$ cat src/rtl/itr_pkg.sv
package itr_pkg;

   // Response buffer depth and its index width
   localparam int RESP_DEPTH = 8;
   localparam int IDX_W      = $clog2(RESP_DEPTH);

   // Bus event codes
   typedef enum logic [2:0] {
      CMD_STOP  = 3'd0,
      CMD_START = 3'd1,
      CMD_ADDR  = 3'd2,
      CMD_TX    = 3'd3,
      CMD_RX    = 3'd4
   } cmd_type;

   // Clock stretch modes
   typedef enum logic [1:0] {
      WAIT_NONE = 2'd0,
      WAIT_8    = 2'd1,
      WAIT_9    = 2'd2
   } wait_type;

   // Register codes carried in the first written byte
   localparam logic [7:0] REG_ID    = 8'h01;
   localparam logic [7:0] REG_CAL_A = 8'hF7;
   localparam logic [7:0] REG_CAL_B = 8'hF8;
   localparam logic [7:0] REG_WR_A  = 8'h50;
   localparam logic [7:0] REG_WR_B  = 8'h51;

   localparam logic [7:0] TX_REM_RESET  = 8'hFF;
   localparam logic [7:0] EXP_LEN_RESET = 8'd2;

   // CSR word index (paddr[2])
   localparam logic CSR_EXP_LEN = 1'b0;

   // One input item
   typedef struct packed {
      logic [2:0] command;
      logic       ack_seen;
      logic       is_read;
      logic       selected;
      logic [7:0] data_byte;
   } item_type;

   // One result item, lowest field in the lowest bits
   typedef struct packed {
      logic [7:0] write_frame_length;
      logic       write_frame_done;
      logic       stop_status;
      logic       not_selected_error;
      logic       rx_done;
      logic       tx_done;
      logic       leave_bus;
      logic       ack_enable;
      logic [1:0] wait_mode;
      logic       release_wait;
      logic [7:0] drive_byte;
      logic       drive_valid;
   } rsp_type;

   // Rebuild request from the core to the response buffer
   typedef struct packed {
      logic       build;
      logic [7:0] sel_reg;
   } buf_wr_type;

   function automatic logic is_read_reg(input logic [7:0] b);
      return (b == REG_ID) || (b == REG_CAL_A) || (b == REG_CAL_B);
   endfunction

   function automatic logic is_write_reg(input logic [7:0] b);
      return (b == REG_WR_A) || (b == REG_WR_B);
   endfunction

   // Number of bytes sent for a read register
   function automatic logic [7:0] resp_len(input logic [7:0] b);
      logic [7:0] len;
      len = 8'd0;
      case (b)
         REG_ID:    len = 8'd3;
         REG_CAL_A: len = 8'd5;
         REG_CAL_B: len = 8'd4;
         default:   len = 8'd0;
      endcase
      return len;
   endfunction

   // Fixed data after the echo byte: {written, value}
   function automatic logic [8:0] resp_byte(input logic [7:0] b, input int idx);
      logic [8:0] r;
      r = 9'd0;
      case (b)
         REG_ID: begin
            case (idx)
               1:       r = {1'b1, 8'h3F};
               2:       r = {1'b1, 8'h0A};
               default: r = 9'd0;
            endcase
         end
         REG_CAL_A: begin
            case (idx)
               1:       r = {1'b1, 8'h04};
               2:       r = {1'b1, 8'h01};
               3:       r = {1'b1, 8'hE2};
               4:       r = {1'b1, 8'hDF};
               default: r = 9'd0;
            endcase
         end
         REG_CAL_B: begin
            case (idx)
               1:       r = {1'b1, 8'h03};
               2:       r = {1'b1, 8'h00};
               3:       r = {1'b1, 8'hFC};
               default: r = 9'd0;
            endcase
         end
         default: r = 9'd0;
      endcase
      return r;
   endfunction

endpackage

$ cat src/rtl/itr_resp_buf.sv
module itr_resp_buf (
   input  logic               clock,
   input  logic               reset,
   input  itr_pkg::buf_wr_type wr,
   input  logic [7:0]         rd_ptr,
   output logic [7:0]         rd_byte
);

   logic [7:0] entry_ff [itr_pkg::RESP_DEPTH];
   logic [8:0] fixed_byte [itr_pkg::RESP_DEPTH];
   logic       in_range;

   // Fixed data per entry for the register being rebuilt: {written, value}
   always_comb begin
      for (int i = 0; i < itr_pkg::RESP_DEPTH; i++) begin
         fixed_byte[i] = itr_pkg::resp_byte(wr.sel_reg, i);
      end
   end

   // Rebuild: echo byte in entry 0, fixed data where the register defines it
   always_ff @(posedge clock) begin
      if (reset) begin
         for (int i = 0; i < itr_pkg::RESP_DEPTH; i++) begin
            entry_ff[i] <= 8'd0;
         end
      end else if (wr.build) begin
         for (int i = 0; i < itr_pkg::RESP_DEPTH; i++) begin
            if (i == 0) begin
               entry_ff[i] <= wr.sel_reg;
            end else if (fixed_byte[i][8]) begin
               entry_ff[i] <= fixed_byte[i][7:0];
            end
         end
      end
   end

   // Reads past the buffer give zero
   assign in_range = ({1'b0, rd_ptr} < 9'(itr_pkg::RESP_DEPTH));
   assign rd_byte  = in_range ? entry_ff[rd_ptr[itr_pkg::IDX_W-1:0]] : 8'd0;

endmodule

$ cat src/rtl/itr_core.sv
module itr_core (
   input  logic                clock,
   input  logic                reset,
   input  logic                fire,
   input  itr_pkg::item_type   item,
   input  logic [7:0]          exp_len,
   input  logic [7:0]          rd_byte,
   output logic [7:0]          rd_ptr,
   output itr_pkg::buf_wr_type wr,
   output itr_pkg::rsp_type    rsp
);

   logic       addr_done_ff, addr_done_in;
   logic       rd_flag_ff, rd_flag_in;
   logic       wr_flag_ff, wr_flag_in;
   logic       rx_started_ff, rx_started_in;
   logic [7:0] sel_reg_ff, sel_reg_in;
   logic [7:0] first_rx_ff, first_rx_in;
   logic [7:0] rx_count_ff, rx_count_in;
   logic [7:0] tx_rem_ff, tx_rem_in;
   logic [7:0] tx_ptr_ff, tx_ptr_in;

   logic       addr_eff;
   logic [7:0] fb;

   assign rd_ptr = tx_ptr_ff;

   // Event handling and next state
   always_comb begin
      addr_done_in  = addr_done_ff;
      rd_flag_in    = rd_flag_ff;
      wr_flag_in    = wr_flag_ff;
      rx_started_in = rx_started_ff;
      sel_reg_in    = sel_reg_ff;
      first_rx_in   = first_rx_ff;
      rx_count_in   = rx_count_ff;
      tx_rem_in     = tx_rem_ff;
      tx_ptr_in     = tx_ptr_ff;
      rsp           = '0;
      wr            = '0;
      addr_eff      = addr_done_ff;
      fb            = first_rx_ff;

      case (itr_pkg::cmd_type'(item.command))
         itr_pkg::CMD_STOP: begin
            rsp.stop_status = 1'b1;
            if (wr_flag_ff) begin
               rsp.write_frame_done   = 1'b1;
               rsp.write_frame_length = rx_count_ff;
            end
            rx_count_in  = 8'd0;
            tx_rem_in    = itr_pkg::TX_REM_RESET;
            rd_flag_in   = 1'b0;
            wr_flag_in   = 1'b0;
            addr_done_in = 1'b0;
         end
         itr_pkg::CMD_START, itr_pkg::CMD_ADDR, itr_pkg::CMD_TX, itr_pkg::CMD_RX: begin
            if (item.command == itr_pkg::CMD_START) begin
               addr_eff = 1'b0;
            end
            addr_done_in = addr_eff;
            if (!addr_eff) begin
               // address phase
               if (!item.selected) begin
                  rsp.not_selected_error = 1'b1;
               end else begin
                  addr_done_in = 1'b1;
                  if (item.is_read) begin
                     rsp.wait_mode = itr_pkg::WAIT_9;
                     if (tx_rem_ff != 8'd0) begin
                        rsp.drive_valid = 1'b1;
                        rsp.drive_byte  = rd_byte;
                        tx_ptr_in       = tx_ptr_ff + 8'd1;
                        tx_rem_in       = tx_rem_ff - 8'd1;
                     end else begin
                        rsp.tx_done      = 1'b1;
                        rsp.drive_valid  = 1'b1;
                        rsp.release_wait = 1'b1;
                     end
                  end else begin
                     rx_started_in    = 1'b1;
                     rx_count_in      = 8'd0;
                     rsp.ack_enable   = 1'b1;
                     rsp.wait_mode    = itr_pkg::WAIT_8;
                     rsp.release_wait = 1'b1;
                  end
               end
            end else if (item.command == itr_pkg::CMD_TX ||
                         (item.command == itr_pkg::CMD_ADDR && item.is_read)) begin
               // transmit slot
               if (!item.ack_seen && tx_rem_ff != 8'd0) begin
                  rsp.release_wait = 1'b1;
               end else if (tx_rem_ff != 8'd0) begin
                  rsp.drive_valid = 1'b1;
                  rsp.drive_byte  = rd_byte;
                  tx_ptr_in       = tx_ptr_ff + 8'd1;
                  tx_rem_in       = tx_rem_ff - 8'd1;
               end else begin
                  rsp.tx_done   = 1'b1;
                  rsp.leave_bus = 1'b1;
               end
            end else if (rx_count_ff != 8'hFF) begin
               // received byte
               fb          = (rx_count_ff == 8'd0) ? item.data_byte : first_rx_ff;
               first_rx_in = fb;
               if (itr_pkg::is_read_reg(fb)) begin
                  rd_flag_in = 1'b1;
                  sel_reg_in = fb;
               end else if (itr_pkg::is_write_reg(fb)) begin
                  wr_flag_in = 1'b1;
               end
               if (rd_flag_in) begin
                  wr.build   = 1'b1;
                  wr.sel_reg = sel_reg_in;
                  if (itr_pkg::is_read_reg(sel_reg_in)) begin
                     tx_rem_in = itr_pkg::resp_len(sel_reg_in);
                  end
                  tx_ptr_in = 8'd0;
               end
               rsp.release_wait = 1'b1;
               if (({1'b0, rx_count_ff} + 9'd1) == {1'b0, exp_len} && rx_started_ff) begin
                  rsp.wait_mode = itr_pkg::WAIT_9;
                  rsp.rx_done   = 1'b1;
                  rx_started_in = 1'b0;
               end
               rx_count_in = rx_count_ff + 8'd1;
            end else begin
               // count full: byte dropped
               rsp.release_wait = 1'b1;
            end
         end
         default: begin
            rsp = '0;
         end
      endcase

      if (!fire) begin
         wr = '0;
      end
   end

   // State registers
   always_ff @(posedge clock) begin
      if (reset) begin
         addr_done_ff  <= 1'b0;
         rd_flag_ff    <= 1'b0;
         wr_flag_ff    <= 1'b0;
         rx_started_ff <= 1'b0;
         sel_reg_ff    <= 8'd0;
         first_rx_ff   <= 8'd0;
         rx_count_ff   <= 8'd0;
         tx_rem_ff     <= itr_pkg::TX_REM_RESET;
         tx_ptr_ff     <= 8'd0;
      end else if (fire) begin
         addr_done_ff  <= addr_done_in;
         rd_flag_ff    <= rd_flag_in;
         wr_flag_ff    <= wr_flag_in;
         rx_started_ff <= rx_started_in;
         sel_reg_ff    <= sel_reg_in;
         first_rx_ff   <= first_rx_in;
         rx_count_ff   <= rx_count_in;
         tx_rem_ff     <= tx_rem_in;
         tx_ptr_ff     <= tx_ptr_in;
      end
   end

endmodule

$ cat src/rtl/i2c_target_register_responder_unit.sv
// An accepted item passes through the input register, then the result register.
// Throughput: one item per cycle while rsp_tready is high; while a result waits, the
// input register refills once and then holds its item until the result is taken.
// All event handling is one combinational pass from the input register to the result register.
// Reset (synchronous, active high): bus state cleared, tx remaining 255, response buffer
// zeroed, expected write length 2, no items held.
module i2c_target_register_responder_unit (
   input  logic        clock,
   input  logic        reset,
   // input channel
   input  logic        req_tvalid,
   output logic        req_tready,
   input  logic [15:0] req_tdata,   // data_byte[7:0], selected[8], is_read[9], ack_seen[10]
   input  logic [2:0]  req_tuser,   // command[2:0]
   // result channel
   output logic        rsp_tvalid,
   input  logic        rsp_tready,
   output logic [31:0] rsp_tdata,   // drive_valid[0], drive_byte[8:1], release_wait[9],
                                    // wait_mode[11:10], ack_enable[12], leave_bus[13],
                                    // tx_done[14], rx_done[15], not_selected_error[16],
                                    // stop_status[17], write_frame_done[18],
                                    // write_frame_length[26:19]
   // configuration
   input  logic        csr_psel,
   input  logic        csr_penable,
   input  logic        csr_pwrite,
   input  logic [2:0]  csr_paddr,
   input  logic [31:0] csr_pwdata,
   output logic [31:0] csr_prdata,
   output logic        csr_pready
);

   logic                in_valid_ff, in_valid_in;
   itr_pkg::item_type   item_ff;
   logic                out_valid_ff, out_valid_in;
   itr_pkg::rsp_type    rsp_ff;
   itr_pkg::rsp_type    rsp_next;
   logic [7:0]          exp_len_ff;
   logic                advance;
   logic                req_fire;
   logic                csr_wr;
   itr_pkg::buf_wr_type buf_wr;
   logic [7:0]          rd_ptr;
   logic [7:0]          rd_byte;

   // Configuration register
   assign csr_pready = 1'b1;
   assign csr_wr     = csr_psel & csr_penable & csr_pwrite & csr_pready;
   assign csr_prdata = (csr_paddr[2] == itr_pkg::CSR_EXP_LEN) ? {24'd0, exp_len_ff} : 32'd0;

   always_ff @(posedge clock) begin
      if (reset) begin
         exp_len_ff <= itr_pkg::EXP_LEN_RESET;
      end else if (csr_wr && csr_paddr[2] == itr_pkg::CSR_EXP_LEN) begin
         exp_len_ff <= csr_pwdata[7:0];
      end
   end

   // Handshake: process when the result register is free or being drained
   assign advance     = in_valid_ff & (~out_valid_ff | rsp_tready);
   assign req_tready  = ~in_valid_ff | advance;
   assign req_fire    = req_tvalid & req_tready;
   assign in_valid_in = req_fire | (in_valid_ff & ~advance);
   assign out_valid_in = advance | (out_valid_ff & ~rsp_tready);

   // Input register
   always_ff @(posedge clock) begin
      if (reset) begin
         in_valid_ff <= 1'b0;
      end else begin
         in_valid_ff <= in_valid_in;
      end
   end

   always_ff @(posedge clock) begin
      if (req_fire) begin
         item_ff.command   <= req_tuser;
         item_ff.data_byte <= req_tdata[7:0];
         item_ff.selected  <= req_tdata[8];
         item_ff.is_read   <= req_tdata[9];
         item_ff.ack_seen  <= req_tdata[10];
      end
   end

   itr_core u_core (
      .clock   (clock),
      .reset   (reset),
      .fire    (advance),
      .item    (item_ff),
      .exp_len (exp_len_ff),
      .rd_byte (rd_byte),
      .rd_ptr  (rd_ptr),
      .wr      (buf_wr),
      .rsp     (rsp_next)
   );

   itr_resp_buf u_resp_buf (
      .clock   (clock),
      .reset   (reset),
      .wr      (buf_wr),
      .rd_ptr  (rd_ptr),
      .rd_byte (rd_byte)
   );

   // Result register
   always_ff @(posedge clock) begin
      if (reset) begin
         out_valid_ff <= 1'b0;
      end else begin
         out_valid_ff <= out_valid_in;
      end
   end

   always_ff @(posedge clock) begin
      if (advance) begin
         rsp_ff <= rsp_next;
      end
   end

   assign rsp_tvalid = out_valid_ff;
   assign rsp_tdata  = {5'd0, rsp_ff};

   // An item waiting with a free result register moves on next cycle
   a_item_moves: assert property (@(posedge clock) disable iff (reset)
      (in_valid_ff && !out_valid_ff) |=> out_valid_ff)
      else $error("item stuck in input register");

   // A stop result never loads a byte or ends receive
   a_stop_clean: assert property (@(posedge clock) disable iff (reset)
      (rsp_tvalid && rsp_ff.stop_status) |-> (!rsp_ff.drive_valid && !rsp_ff.rx_done))
      else $error("stop result carries transfer fields");

   // An address mismatch gives nothing else
   a_nosel_clean: assert property (@(posedge clock) disable iff (reset)
      (rsp_tvalid && rsp_ff.not_selected_error) |->
      (!rsp_ff.drive_valid && !rsp_ff.release_wait && !rsp_ff.ack_enable))
      else $error("address mismatch result carries other fields");

   // Wait mode code 3 is never produced
   a_wait_code: assert property (@(posedge clock) disable iff (reset)
      rsp_tvalid |-> (rsp_ff.wait_mode != 2'd3))
      else $error("bad wait mode");

endmodule

$ cat config.mk
export PLATFORM = sky130hd
export DESIGN_NAME = i2c_target_register_responder_unit
export DESIGN_NICKNAME = d
export VERILOG_FILES = /design/src/rtl/itr_pkg.sv /design/src/rtl/itr_resp_buf.sv /design/src/rtl/itr_core.sv /design/src/rtl/i2c_target_register_responder_unit.sv
export SDC_FILE = /design/constraint.sdc
export NUM_CORES = 1
export LEC_CHECK = 0
export ABC_AREA = 1
export BUFFER_PORTS_ARGS = -buffer_cell sky130_fd_sc_hd__buf_4
export CAP_MARGIN = 20
export CORE_MARGIN = 1
export CORE_UTILIZATION = 57
export CTS_BUF_LIST = sky130_fd_sc_hd__clkbuf_4
export DETAILED_ROUTE_END_ITERATION = 16
export PLACE_DENSITY_LB_ADDON = 0.12
export SLEW_MARGIN = 0
export SYNTH_ARGS = -nofsm -noshare
export SYNTH_HDL_FRONTEND = slang
export SYNTH_SLANG_ARGS = --single-unit
$ cat constraint.sdc
create_clock -name clock -period 3.71 [get_ports clock]
set_input_delay 0 -clock clock [delete_from_list [all_inputs] [get_ports clock]]
set_output_delay 0 -clock clock [all_outputs]
set_load 0.05 [all_outputs]
==> metrics.txt, run 1 <==
clock root buffer=clkbuf_4; mux share of post-synthesis cell area=0; num ports=128; Max-slew headroom=0.353; initial antenna violation count=0; final setup violation count=0; cells on worst reg2reg path=17; Sequential Area=2820 um^2; remaining global-route overflow=0; critical path cell sequence=inv_1 -> ha_1 -> nand2_1 -> nor2_4 -> nand2_4 -> nand2_1 -> nand2_1 -> nand2_1 -> nor2_4 -> nand3_2 -> a21oi_2 -> nand2_1 -> nor2_2 -> nand2_1 -> o21ai_1 -> or2_1 -> o21bai_1; Post-Synth XOR/XNOR Area=0.0162; fin crit period=3360 ps; Area growth syn-to-layout=19.0%; # DRC=0; Synthesis Warnings=0; nature of the critical path startpoint=flop; post-synthesis compound-gate area fraction=0.121; Netlist Area Pre-Place=5960 um^2; H-tree depth=4; most used cell, CP=nand2_1; clock transition at the registers of the reported paths=110 ps; final cycle utilization of the critical path=0.906; unrepaired setup endpoints after global routing=no; Iter 0 DRT Violations=312; worst clock skew=15.2 ps; worst-case vdd ir drop=0.372 mV; FMAX=0.297 GHz; IO Port Bufs=66; r2r setup slk=350 ps; Final GP Congestion=0.857; FF+latch count, synth=113; post-route setup slack=347 ps; post-CTS setup buffers=0; CP max stage cell=dfxtp_1; die area=10,900 um^2; GR peak layer=met2; max-cap viol count=0; worst-path fanout max=15; slew at the pin with the worst max-slew slack=969 ps; Synth area leader=edfxtp_1; hold path startpoint=csr_psel; routed len/inst=13.3 um; Post-synth EDFFs=56; row count=36; initial core utilization=0.599; core box area=9950 um^2; Synth Area in Adders=0.0105; met2 Use GR=0.417; vias in the first global route=4,695; Via Count=5,174; first-pass GRT wire length=21,700 um; Detailed Place HPWL=9200 um; WP data arrival=3550 ps; CP peak stage delay=390 ps; routed wire length=13,200 um; count leader, synth=nand2_1; Chip Height=104 um; Commonest cells post-synth=nand2_1, inv_1, nor2_1; CP Capture Type=flop; P_leak=0.00314 uW; DRT antenna net count=0; Hold Path Depth=4; simple-gate portion of the synthesized area=0.259; final-layout fill cell count=769; Slew Viols, Final=0; M1 GR Usage=0.316; Finished Cell Area=7100 um^2; Yosys cell types=43; Avg Inst Size Synth=7.97 um^2; final hold vios=0; antenna diode count=0; overall routing resource usage=0.251; Critical Path RT=3900 ps; cts bufs inserted=17; main combinational cell family by area after synthesis=simple AND/OR/NAND/NOR gates; area of the multi-input gates=2530 um^2; FFs w/ async S/R, synth=0; worst hold path type=input pin to flop; Die X=104 um; Reg-to-Reg End=u_resp_buf.entry_ff[1][4]; DR vias/cell=5.19; CP Class=flop to flop; PD cells=394 nW/um^2; top cell type's share of synthesized area=0.282; FF-to-FF Start=u_core.rx_count_ff[1]; pre-CTS setup slack=388 ps; hold path endpoint=exp_len_ff[6]; ys flop type=dfxtp_1; met3 global-route usage=0.0645; Seq/Total Area, Yosys=0.473; top area cells in the synthesized netlist=edfxtp_1, dfxtp_1, nand2_1; fin nets=916; CTS tree=built; Clk Latency, worst-skew pair=520 ps; clock sink count=113; layout cell share with drive strength beyond 1=0.175; Final Util=0.713; setup TNS=0 ps; outcome=complete, no violations; Post-Place Cell Area=6470 um^2; largest net degree at the start of global routing=31; clock tree buffer depth=2; DRT Pass-1 Iters=5; Post-Synthesis Cells=748
[area by class of cell]
type,count,share of cell area
well taps,133,0.0234
clock inverters,15,0.0303
flip-flops and latches,113,0.398
inverters,105,0.0555
repair buffers,102,0.118
multi-input cells,511,0.357
clock buffers,17,0.0180
[worst max path at each step]
stage                           endpoint  slack [ps]                   from  cells after the start
6_report       u_resp_buf.entry_ff[1][4]         350  u_core.rx_count_ff[1]                     17
3_5_place_dp   u_resp_buf.entry_ff[1][4]         390  u_core.rx_count_ff[1]                     17
4_1_cts        u_resp_buf.entry_ff[2][0]         360  u_core.rx_count_ff[1]                     17
2_1_floorplan  u_resp_buf.entry_ff[1][1]         900  u_core.rx_count_ff[0]                     19
5_1_grt        u_resp_buf.entry_ff[1][4]           4  u_core.rx_count_ff[0]                     17
3_3_place_gp   u_resp_buf.entry_ff[1][1]         470  u_core.rx_count_ff[1]                     17
[per-layer routing]
metal	up-vias	share of wire
li1	2602	-
met1	2387	0.45
met2	166	0.49
met3	19	0.046
met4	0	0.015
met5	-	0
[worst max-delay path, delay by kind of cell, from the launching register on]
kind / cells / cell delay (ps)
flops: 1 / 390
compound gates: 3 / 720
buf+inv: 1 / 110
simple gates: 12 / 1620
fa+ha+maj: 1 / 200
[power breakdown]
group	switching, uW	internal, uW	leakage [uW]
Combinational	252	107	0.00196
Sequential	22.2	1350	0.00101
Clock	474	597	0.000169
Total	747	2050	0.00314
[placed cells by master (no fill, tap or decap), drive strengths merged, types with 5 or more instances in the layout]
| cell type | count |
|---|---|
| dlygate4sd3 | 29 |
| buf | 73 |
| o21ai | 51 |
| clkbuf | 17 |
| nor3 | 11 |
| clkinv | 5 |
| nand3 | 51 |
| dfxtp | 57 |
| inv | 106 |
| ha | 5 |
| a21oi | 60 |
| o31ai | 5 |
| nand3b | 7 |
| nor2 | 95 |
| xor2 | 9 |
| nand2 | 157 |
| edfxtp | 56 |
| bufinv | 5 |
| conb | 30 |
| nand4 | 7 |
[cell families after synthesis]
group	count (synthesis)
adders and majority gates	5
DFF	113
other	2
xor gates and xnor gates	11
AOI/OAI and AO/OA	129
and+or+nand+nor	336
buffers and inverters	152
[flip-flops by register name, indices dropped and copies added (netlist names), named ones only]
register	count
u_core.tx_rem_ff	8
u_core.sel_reg_ff	8
exp_len_ff	8
u_core.rd_flag_ff	1
item_ff	14
u_core.rd_ptr	8
u_resp_buf.entry_ff	16
in_valid_ff	1
u_core.rx_count_ff	8
u_core.wr_flag_ff	1
rsp_tvalid	1
u_core.first_rx_ff	8
u_core.addr_done_ff	1
u_core.rx_started_ff	1
rsp_tdata	26
[metrics by stage]
stage          power (uW)  hold slack [ps]  cells
2_1_floorplan        1670             98.9    776
3_3_place_gp         1720              179    935
3_5_place_dp         1730              179    935
4_1_cts              2820             77.4    996
5_1_grt              2900              140    996
6_report             2800              141    996
[what timing repair did]
action,CTS,global route
hold buffers,29,0
endpoints found under the hold margin,44,0
resized for setup,0,0
Note: power is estimated with default switching activity, not from simulation.
==> run 2: changes to the inputs <==
--- a/config.mk
+++ b/config.mk
@@ -8,7 +8,7 @@
 export ABC_AREA = 1
 export BUFFER_PORTS_ARGS = -buffer_cell sky130_fd_sc_hd__buf_4
 export CAP_MARGIN = 20
-export CORE_MARGIN = 1
+export CORE_MARGIN = 2
 export CORE_UTILIZATION = 57
 export CTS_BUF_LIST = sky130_fd_sc_hd__clkbuf_4
 export DETAILED_ROUTE_END_ITERATION = 16
==> run 2 against run 1 <==
  * Total power barely moved
  * Final area rose by 0.19%
  * Fmax fell by 1.2%
  * Critical endpoint unchanged
==> metrics.txt, run 2 (synthesized netlist as in run 1, its figures left out) <==
clock transition at the registers of the reported paths=120 ps; final hold vios=0; crit path buf inv count=3; final setup violation count=0; DR vias/cell=5.19; Iter 0 DRT Violations=364; core box area=10,200 um^2; overall routing resource usage=0.249; Final GP Congestion=0.908; first-pass GRT wire length=22,200 um; final-layout fill cell count=811; Max-slew headroom=0.469; clock sink count=113; Via Count=5,192; commonest non-fill, non-tap cell in the layout=nand2_1; largest delay contributor family on the critical path=simple AND/OR/NAND/NOR gates; CP Capture Type=flop; CP Class=flop to flop; clock root buffer=clkbuf_4; num ports=128; Final Util=0.695; worst clock skew=28.8 ps; PD cells=394 nW/um^2; H-tree depth=4; layout cell share with drive strength beyond 1=0.177; clock tree buffer depth=2; vias in the first global route=4,916; cts bufs inserted=17; setup TNS=0 ps; CTS tree=built; antenna diode count=0; row count=37; Die X=106 um; max reg flops=26; most frequent cells in the layout=nand2_1, inv_1, nor2_1; fin crit period=3400 ps; Clk Latency, worst-skew pair=530 ps; worst-path fanout max=15; initial core utilization=0.583; outcome=complete, no violations; Area growth syn-to-layout=19.3%; unrepaired setup endpoints after global routing=no; fin nets=917; final cycle utilization of the critical path=0.917; FMAX=0.294 GHz; IO Port Bufs=66; CP max stage cell=dfxtp_1; CP peak stage delay=350 ps; routed wire length=13,300 um; Chip Height=106 um; Detailed Place HPWL=9300 um; routed len/inst=13.3 um; initial antenna violation count=0; largest net degree at the start of global routing=29; Placed Cells=939; post-CTS setup buffers=0; most used cell, CP=nand2_1; DRT Pass-1 Iters=6; max-cap viol count=0; nature of the critical path startpoint=flop; # DRC=0; critical path cell sequence=inv_1 -> ha_1 -> nand2_1 -> nor2_4 -> nand2_4 -> nand2_1 -> nand2_1 -> nand2_1 -> nand2_1 -> nand3_4 -> nand2_2 -> nor2_1 -> inv_1 -> nand2_2 -> inv_2 -> nand2_1 -> o21ai_1 -> or2_1 -> o21bai_1; worst hold path type=input pin to flop; worst-case vdd ir drop=0.246 mV; Slew Viols, Final=0; P_leak=0.00316 uW; WP data arrival=3650 ps; non-filler cells, final=1,000; slew at the pin with the worst max-slew slack=796 ps; DRT antenna net count=0; remaining global-route overflow=0; die area=11,300 um^2; Critical Path RT=3950 ps
-- run 2: changes by cell type in the layout (fill, tap and decap cells not counted), sizes merged --
cell | previous run | this run
clkbuf | 17 | 20
clkinvlp | 4 | 1
buf | 73 | 74
-- run 2: timing repair --
| action | 4_1_cts | 5_1_grt |
|---|---|---|
| endpoints found under the setup margin | 0 | 6 |
| resized for setup | 0 | 1 |
| hold endpoints to repair | 42 | 0 |
| hold buffers | 29 | 0 |
-- run 2: worst min-delay path, delay by kind of cell --
kind,cells,cell delay [ps]
buf+inv,2,260
simple gates,1,190
compound gates,1,180
-- run 2: area by class of cell --
cell class	instances	area, um^2	share of cell area
Sequential cell	113	2820	0.397
Multi-Input combinational cell	511	2540	0.357
Timing Repair Buffer	103	846	0.119
Inverter	105	394	0.0554
Clock inverter	12	188	0.0264
Tap cell	136	170	0.0239
Clock buffer	20	150	0.0211
-- run 2: where the power goes --
part | switching [uW] | total (uW) | internal, uW | leakage (uW)
clock | 452 | 1070 | 619 | 0.000185
combinational | 253 | 360 | 107 | 0.00196
sequential | 21.5 | 1370 | 1350 | 0.00101
total | 726 | 2800 | 2080 | 0.00316
-- run 2: layer usage --
| metal | GRT usage | vias up | share of wire | wire length, um |
|---|---|---|---|---|
| met3 | 0.0681 | 19 | 0.061 | 807 |
| met5 | 0 | - | 0 | 0 |
| met4 | 0.0827 | 0 | 0.015 | 200 |
| met2 | 0.416 | 172 | 0.48 | 6390 |
| met1 | 0.312 | 2402 | 0.44 | 5880 |
| li1 | - | 2599 | - | - |
-- run 2: path summary, 6_finish.rpt --
| check | startpoint | end | slack (ps) | depth (start not counted) |
|---|---|---|---|---|
| max | u_core.rx_count_ff[0] | u_resp_buf.entry_ff[1][4] | 310 | 19 |
| max reg2reg | u_core.rx_count_ff[0] | u_resp_buf.entry_ff[1][4] | 310 | 19 |
| min reg2reg | u_core.addr_done_ff | u_core.addr_done_ff | 480 | 2 |
| min | csr_psel | exp_len_ff[6] | 140 | 4 |
-- run 2: per-stage QoR --
step | hold slack, ps | cell area, um^2 | worst slack [ps] | power (uW)
floorplan | 98.9 | 6070 | 902 | 1670
global placement | 178 | 6480 | 432 | 1720
detailed placement | 179 | 6480 | 290 | 1730
CTS | 124 | 7110 | 240 | 2810
global route | 158 | 7110 | 8.63 | 2910
finish | 145 | 7110 | 308 | 2800
